===== config.mk =====
export PLATFORM = sky130hd
export DESIGN_NAME = lml_slot_dir
export DESIGN_NICKNAME = d
export VERILOG_FILES = /design/src/hw/rtl/lml_pkg.sv /design/src/hw/rtl/lml_slot_dir.sv
export SDC_FILE = /design/constraint.sdc
export NUM_CORES = 2
export LEC_CHECK = 0
export BUFFER_PORTS_ARGS = -buffer_cell sky130_fd_sc_hd__buf_4
export CORE_ASPECT_RATIO = 0.75
export CORE_MARGIN = 2
export CORE_UTILIZATION = 53
export DETAILED_ROUTE_END_ITERATION = 12
export GPL_TIMING_DRIVEN = 0
export PLACE_DENSITY = 0.75
export SLEW_MARGIN = 10
export SYNTH_ARGS = -nofsm -noshare
export SYNTH_HDL_FRONTEND = slang
export SYNTH_SLANG_ARGS = --single-unit

===== constraint.sdc =====
create_clock -name clk -period 11 [get_ports clk]
set_clock_uncertainty 0.05 [all_clocks]
set_input_delay 1.1 -clock clk [delete_from_list [all_inputs] [get_ports clk]]
set_output_delay 1.1 -clock clk [all_outputs]
set_load 0.01 [all_outputs]

===== src/hw/rtl/lml_pkg.sv =====
`default_nettype none
package lml_pkg;

    localparam int LAT_SPAN = 180 * 128;
    localparam int LON_SPAN = 360 * 128;

    localparam logic [1:0] OP_TABLE_WR = 2'd0;
    localparam logic [1:0] OP_QUERY    = 2'd1;
    localparam logic [1:0] OP_SLOT_WR  = 2'd2;
    localparam logic [1:0] OP_SPARE    = 2'd3;

    localparam logic [2:0] ST_UNIFORM = 3'd0;
    localparam logic [2:0] ST_HIT     = 3'd1;
    localparam logic [2:0] ST_MISS    = 3'd2;
    localparam logic [2:0] ST_NOSLOT  = 3'd3;
    localparam logic [2:0] ST_ACK     = 3'd4;

    // decoded point of a query
    typedef struct packed {
        logic [15:0] box;
        logic [9:0]  word;
        logic [3:0]  bit_sel;
    } point_t;

    function automatic point_t decode_point(input logic signed [14:0] lat_in,
                                            input logic signed [15:0] lon_in);
        logic signed [17:0] lat;
        logic signed [17:0] lon;
        logic [7:0]  lat_i;
        logic [8:0]  lon_i;
        logic [6:0]  lat_s;
        logic [6:0]  lon_s;
        logic [16:0] prod;
        point_t      p;
        lat = 18'(lat_in) + 18'(LAT_SPAN / 2);
        lon = 18'(lon_in) + 18'(LON_SPAN / 2);
        if (lat < 0) lat = '0;
        if (lat > 18'(LAT_SPAN)) lat = 18'(LAT_SPAN);
        if (lon < 0) lon = '0;
        if (lon > 18'(LON_SPAN)) lon = 18'(LON_SPAN);
        if (lat == 18'(LAT_SPAN)) begin
            lat_i = 8'd179;
            lat_s = 7'd127;
        end else begin
            lat_i = lat[14:7];
            lat_s = lat[6:0];
        end
        if (lon == 18'(LON_SPAN)) begin
            lon_i = 9'd359;
            lon_s = 7'd127;
        end else begin
            lon_i = lon[15:7];
            lon_s = lon[6:0];
        end
        prod = {lat_i, 8'd0} + {2'd0, lat_i, 6'd0} + {3'd0, lat_i, 5'd0}
             + {3'd0, lat_i, 3'd0};
        p.box = 16'(prod + 17'(lon_i));
        p.word = {lat_s, lon_s[6:4]};
        p.bit_sel = lon_s[3:0];
        return p;
    endfunction

endpackage
`default_nettype wire


===== src/hw/rtl/lml_slot_dir.sv =====
`default_nettype none
// Slot directory: tags and stamps, scanned one slot a cycle by the sequencer.
module lml_slot_dir
    import lml_pkg::*;
#(
    parameter int SLOTS = 64,
    parameter int SW = 6
)(
    input  wire logic          clk,
    input  wire logic [SW-1:0] rd_idx,
    output logic [15:0]        rd_tag,
    output logic [31:0]        rd_stamp,
    input  wire logic          wr_en,
    input  wire logic [SW-1:0] wr_idx,
    input  wire logic [15:0]   wr_tag,
    input  wire logic [31:0]   wr_stamp
);
    logic [15:0] tag_mem [SLOTS];
    logic [31:0] stamp_mem [SLOTS];

    // entries at or above slots_in_use are never used, so no reset is needed
    always_ff @(posedge clk)
    begin
        if (wr_en)
        begin
            tag_mem[wr_idx] <= wr_tag;
            stamp_mem[wr_idx] <= wr_stamp;
        end
        rd_tag <= tag_mem[rd_idx];
        rd_stamp <= stamp_mem[rd_idx];
    end
endmodule
`default_nettype wire


======== Word-level counts from Yosys, hierarchy flattened ========
Memories as Yosys holds them, arrays and structs flattened. A register that Yosys moved wholly into a read port is not among the register bits.
Index checks and enable logic that the tools add are counted.
operators by class
  muxes and demuxes ....................... 2
operators with widths
  operator  count
  $mux W1   2
word-level totals
  output and inout port bits .............. 48
  memory bits (writable) .................. 3072
  input port bits ......................... 62
  register bits after elaboration ......... 0
  logic and storage cells ................. 4
  memories kept ........................... 2
memories
  memory     words  bits a word  rd ports  clocked after memory_dff  wr ports  RTL line            text
  stamp_mem  64     32           1         1                         1         lml_slot_dir.sv:19  logic [31:0] stamp_mem [SLOTS];
  tag_mem    64     16           1         1                         1         lml_slot_dir.sv:18  logic [15:0] tag_mem [SLOTS];

======== Depth between registers and ports, before layout ========
  depth after elaboration ................. 2
  mapped depth ............................ 10
  depth with buffers taken out ............ 5

======== Worst setup path before layout ========
Ideal clock, no wire load.
  path kind ............................... in2reg
  from .................................... input port wr_idx[3]
  to ...................................... memory stamp_mem[10][0] (enable)
  path buffers ............................ 2
  library setup time ...................... 0.454 ns
  data required time ...................... 10.496 ns
  slack ................................... 6.547 ns
  arrival ................................. 3.949 ns
  stages on the path ...................... 4
  cell sequence ........................... clkbuf_1 or3b_2 clkbuf_1 nor2_1
RTL lines
  what                RTL line            text
  start: declaration  lml_slot_dir.sv:14  input wire logic [SW-1:0] wr_idx,
  end: declaration    lml_slot_dir.sv:19
Straight into the memory's write port.

==> impl_metrics.csv <==
group,metric,value,unit
synth,ys_ff_latch,3120,
placement,io_buffers,103,
setup_path,crit_type,"in -> reg",
layout,multi_input_area,23200,um^2
grt,grt_first_pass_wirelength,475000,um
synth,yosysWarningCount,0,
pwr,netSwitchingFraction,21.7,%
floorplan,dieArea,226000,um^2
layout,final_common_cell,"edfxtp_1",
clock_tree,root_buffer,"clkbuf_16",
floorplan,die_w,548,um
pwr,finalPower,0.0245,W
hold_path,hp-class,"in -> reg",
hold_path,hold_start,"wr_stamp[9]",
detailed_routing,routed_wl,346000,um
clock_tree,cts_buffer_depth,4,
setup_path,rrSetupSlack,8480,ps
synth,synth.top_cell.area_share,78.4,%
sta,report.final.slew_viol_count,0,
pwr,comb_power_share,5.6,%
sta,tns,0,ps
sta,grt_setup_unrepaired,"false",
synth,synthArstFlopShare,0,%
detailed_routing,drc,0,
placement,place_hpwl,215000,um
layout,layout_common_cells,"edfxtp_1 (3072), mux4_2 (695), clkbuf_16 (293), o22ai_1 (201), buf_4 (173)",
layout,area_delta_synth_final,14.6,%
grt,met3_usage,9.94,%
sta,timing.fmax,224,MHz
synth,synth_nets,5166,
sta,hold_violations,0,
layout,fillers,14100,
grt,grt_busiest_layer,"met2",
synth,synthTopCellsByArea,"edfxtp_1 (78%), mux4_2 (13%), mux2i_1 (1.1%)",
pwr,leakagePower,42.0,nW
detailed_routing,dr.first_iter.drc_count,12100,
layout,drive_gt1_share,29.2,%
floorplan,ioPinCount,110,
clock_tree,cts_made_buffers,284,
setup_path,worstPathArrival,5150,ps
pwr,power_frac_clock,40.5,%
clock_tree,cts_resized,0,
grt,first_global_vias,60400,
clock_tree,clock_latency,860,ps
clock_tree,hold_buffers,0,
grt,antenna_found_initial,30,
setup_path,crit_required,11680,ps
detailed_routing,vias_per_cell,7.05,
synth,synth_edf_count,3072,
clock_tree,clock-sinks,3120,
synth,synth_ff_type,"edfxtp_1",
outcome,outcome,"complete, but fails checks",
setup_path,path_max_fanout,10,
setup_path,end_kind,"flip-flop",
pwr,seqPwrFrac,53.9,%
clock_tree,clkTransAtPathRegs,60,ps
synth,synth_top_area_cell,"edfxtp_1",
floorplan,initial_core_util,53.4,%
pwr,ir_drop,0.175,mV
sta,finalSetupViolCount,0,
floorplan,fp.dieH,412,um
pwr,p_sw,0.00530,W
layout,seq_area,93200,um^2
setup_path,reg2reg_from,"tag_mem[29][9]",
synth,netlist_instances,5104,
clock_tree,cts_tree,"done",
grt,overflow,0,
sta,worst_pin_slew,1450,ps
detailed_routing,wl_per_cell,39.3,um
detailed_routing,dr.pass1.iters,8,
grt,groute.usage.overall,30.5,%
setup_path,critPathLaunch,"rd_idx[4]",
grt,met2_usage,44.6,%
synth,netlist-cell-type-count,44,
sta,post-route-period-util,40.6,%
run,timing.max_cap.violations,1,
pwr,p_int,0.0192,W
setup_path,rr_endpoint,"rd_tag[9]",
grt,grt_max_degree,65,
floorplan,rows,149,
clock_tree,cts_max_level,5,
synth,avgSynthCellArea,23.0,um^2
pwr,cellPowerDensity,182,nW/um^2
setup_path,startpoint_type,"primary input",
outcome,violations,"capacitance limit",
placement,place_congestion,0.874,
detailed_routing,postRouteAntennaNets,0,
synth,synth_area,118000,um^2
floorplan,core_area,220000,um^2
synth,seq_area_frac_synth,79.2,%
layout,fin_nets,5699,
clock_tree,post_cts_buffers,0,
setup_path,crit_end,"rd_tag[12]",
grt,grt_use_met1,41.8,%
detailed_routing,via_count,62100,
sta,layout_min_cycle_time,4470,ps
setup_path,reg2regPathDepth,4,
sta,slew_headroom,2.24,%
power by group through the flow:
| stage | clock network, W | logic [W] | registers, W |
|---|---|---|---|
| 2_1_floorplan | 0 | 0.000628 | 0.0134 |
| 3_3_place_gp | 0 | 0.00125 | 0.0134 |
| 3_5_place_dp | 0 | 0.00132 | 0.0134 |
| 4_1_cts | 0.00990 | 0.00134 | 0.0132 |
| 5_1_grt | 0.0103 | 0.00140 | 0.0132 |
| 6_report | 0.00992 | 0.00137 | 0.0132 |
flip-flops by register name, indices dropped and copies added, names as in the netlist:
register,flops
rd_stamp,32
rd_tag,16
tag_mem,1024
stamp_mem,2048
kinds of logic (layout without fill, tap and decap cells):
family | count (synthesis) | after routing | share of synthesized area, %
buffers and inverters | 296 | 1044 | 1.47
multiplexers | 895 | 895 | 15.1
AND/OR/NAND/NOR | 308 | 308 | 1.28
flip-flops | 3120 | 3120 | 79.2
AO/OA/AOI/OAI | 485 | 485 | 2.93
other | 0 | 12 | 0
worst min path at each step:
stage	to	depth (start not counted)
final	stamp_mem[22][9]	1
after global routing	stamp_mem[22][9]	1
after CTS	stamp_mem[19][5]	1
after detailed placement	rd_stamp[22]	4
after global placement	rd_stamp[22]	4
after floorplan	rd_stamp[10]	4
worst max-delay path, cell delays in order:
cell      delay (ps)
buf_4            100
buf_2            330
clkbuf_1         970
clkbuf_1         840
o221ai_1         520
o21ai_0          830
and3_1           440
cell type report:
| cell class | count | share of cell area, % |
|---|---|---|
| Antenna cell | 12 | 0.0223 |
| Buffer | 295 | 1.28 |
| Clock buffer | 352 | 5.67 |
| Clock inverter | 149 | 1.07 |
| Inverter | 1 | 0.00278 |
| Multi-Input combinational cell | 1688 | 17.2 |
| Sequential cell | 3120 | 69.2 |
| Tap cell | 2944 | 2.73 |
| Timing Repair Buffer | 247 | 2.83 |
per-layer routing:
layer	vias up	wire length, um
met5	-	110
met2	6011	153000
met1	32100	119000
li1	23000	-
met4	16	19200
met3	994	54400
cells in the mapped netlist (3+ instances only):
| master | count |
|---|---|
| buf_4 | 66 |
| mux4_2 | 695 |
| a221oi_2 | 8 |
| edfxtp_1 | 3072 |
| o21ai_0 | 50 |
| a21oi_1 | 19 |
| buf_1 | 8 |
| o22ai_1 | 201 |
| dfxtp_1 | 48 |
| nor3_1 | 19 |
| nand3b_1 | 3 |
| and3_1 | 8 |
| nor2b_1 | 10 |
| buf_2 | 102 |
| a22oi_1 | 32 |
| o221ai_1 | 65 |
| a221oi_1 | 10 |
| buf_6 | 25 |
| mux2_2 | 74 |
| mux2i_1 | 126 |
| clkbuf_1 | 87 |
| nand4_1 | 17 |
| nand2b_1 | 8 |
| or3b_2 | 3 |
| o211a_1 | 8 |
| nor4_1 | 30 |
| a211oi_1 | 37 |
| a211o_1 | 8 |
| and2_1 | 19 |
| buf_8 | 4 |
| or3_1 | 4 |
| nor2_1 | 115 |
| or2_2 | 5 |
| o22a_1 | 38 |
| o211ai_1 | 6 |
| nand2_1 | 37 |
| nand3_1 | 27 |
stage by stage:
stage | setup slack (ps) | utilization (%) | area [um^2] | instances | hold slack, ps
after floorplan | 6550 | - | 118000 | 5104 | 707
after global placement | 3600 | 55.5 | 122000 | 8151 | 855
after detailed placement | 6010 | 57.1 | 126000 | 8295 | 847
after CTS | 6890 | 61.2 | 135000 | 8796 | 692
after global routing | 6670 | 61.2 | 135000 | 8803 | 741
final | 6530 | 61.2 | 135000 | 8808 | 717
(Power assumes the default switching activity.)
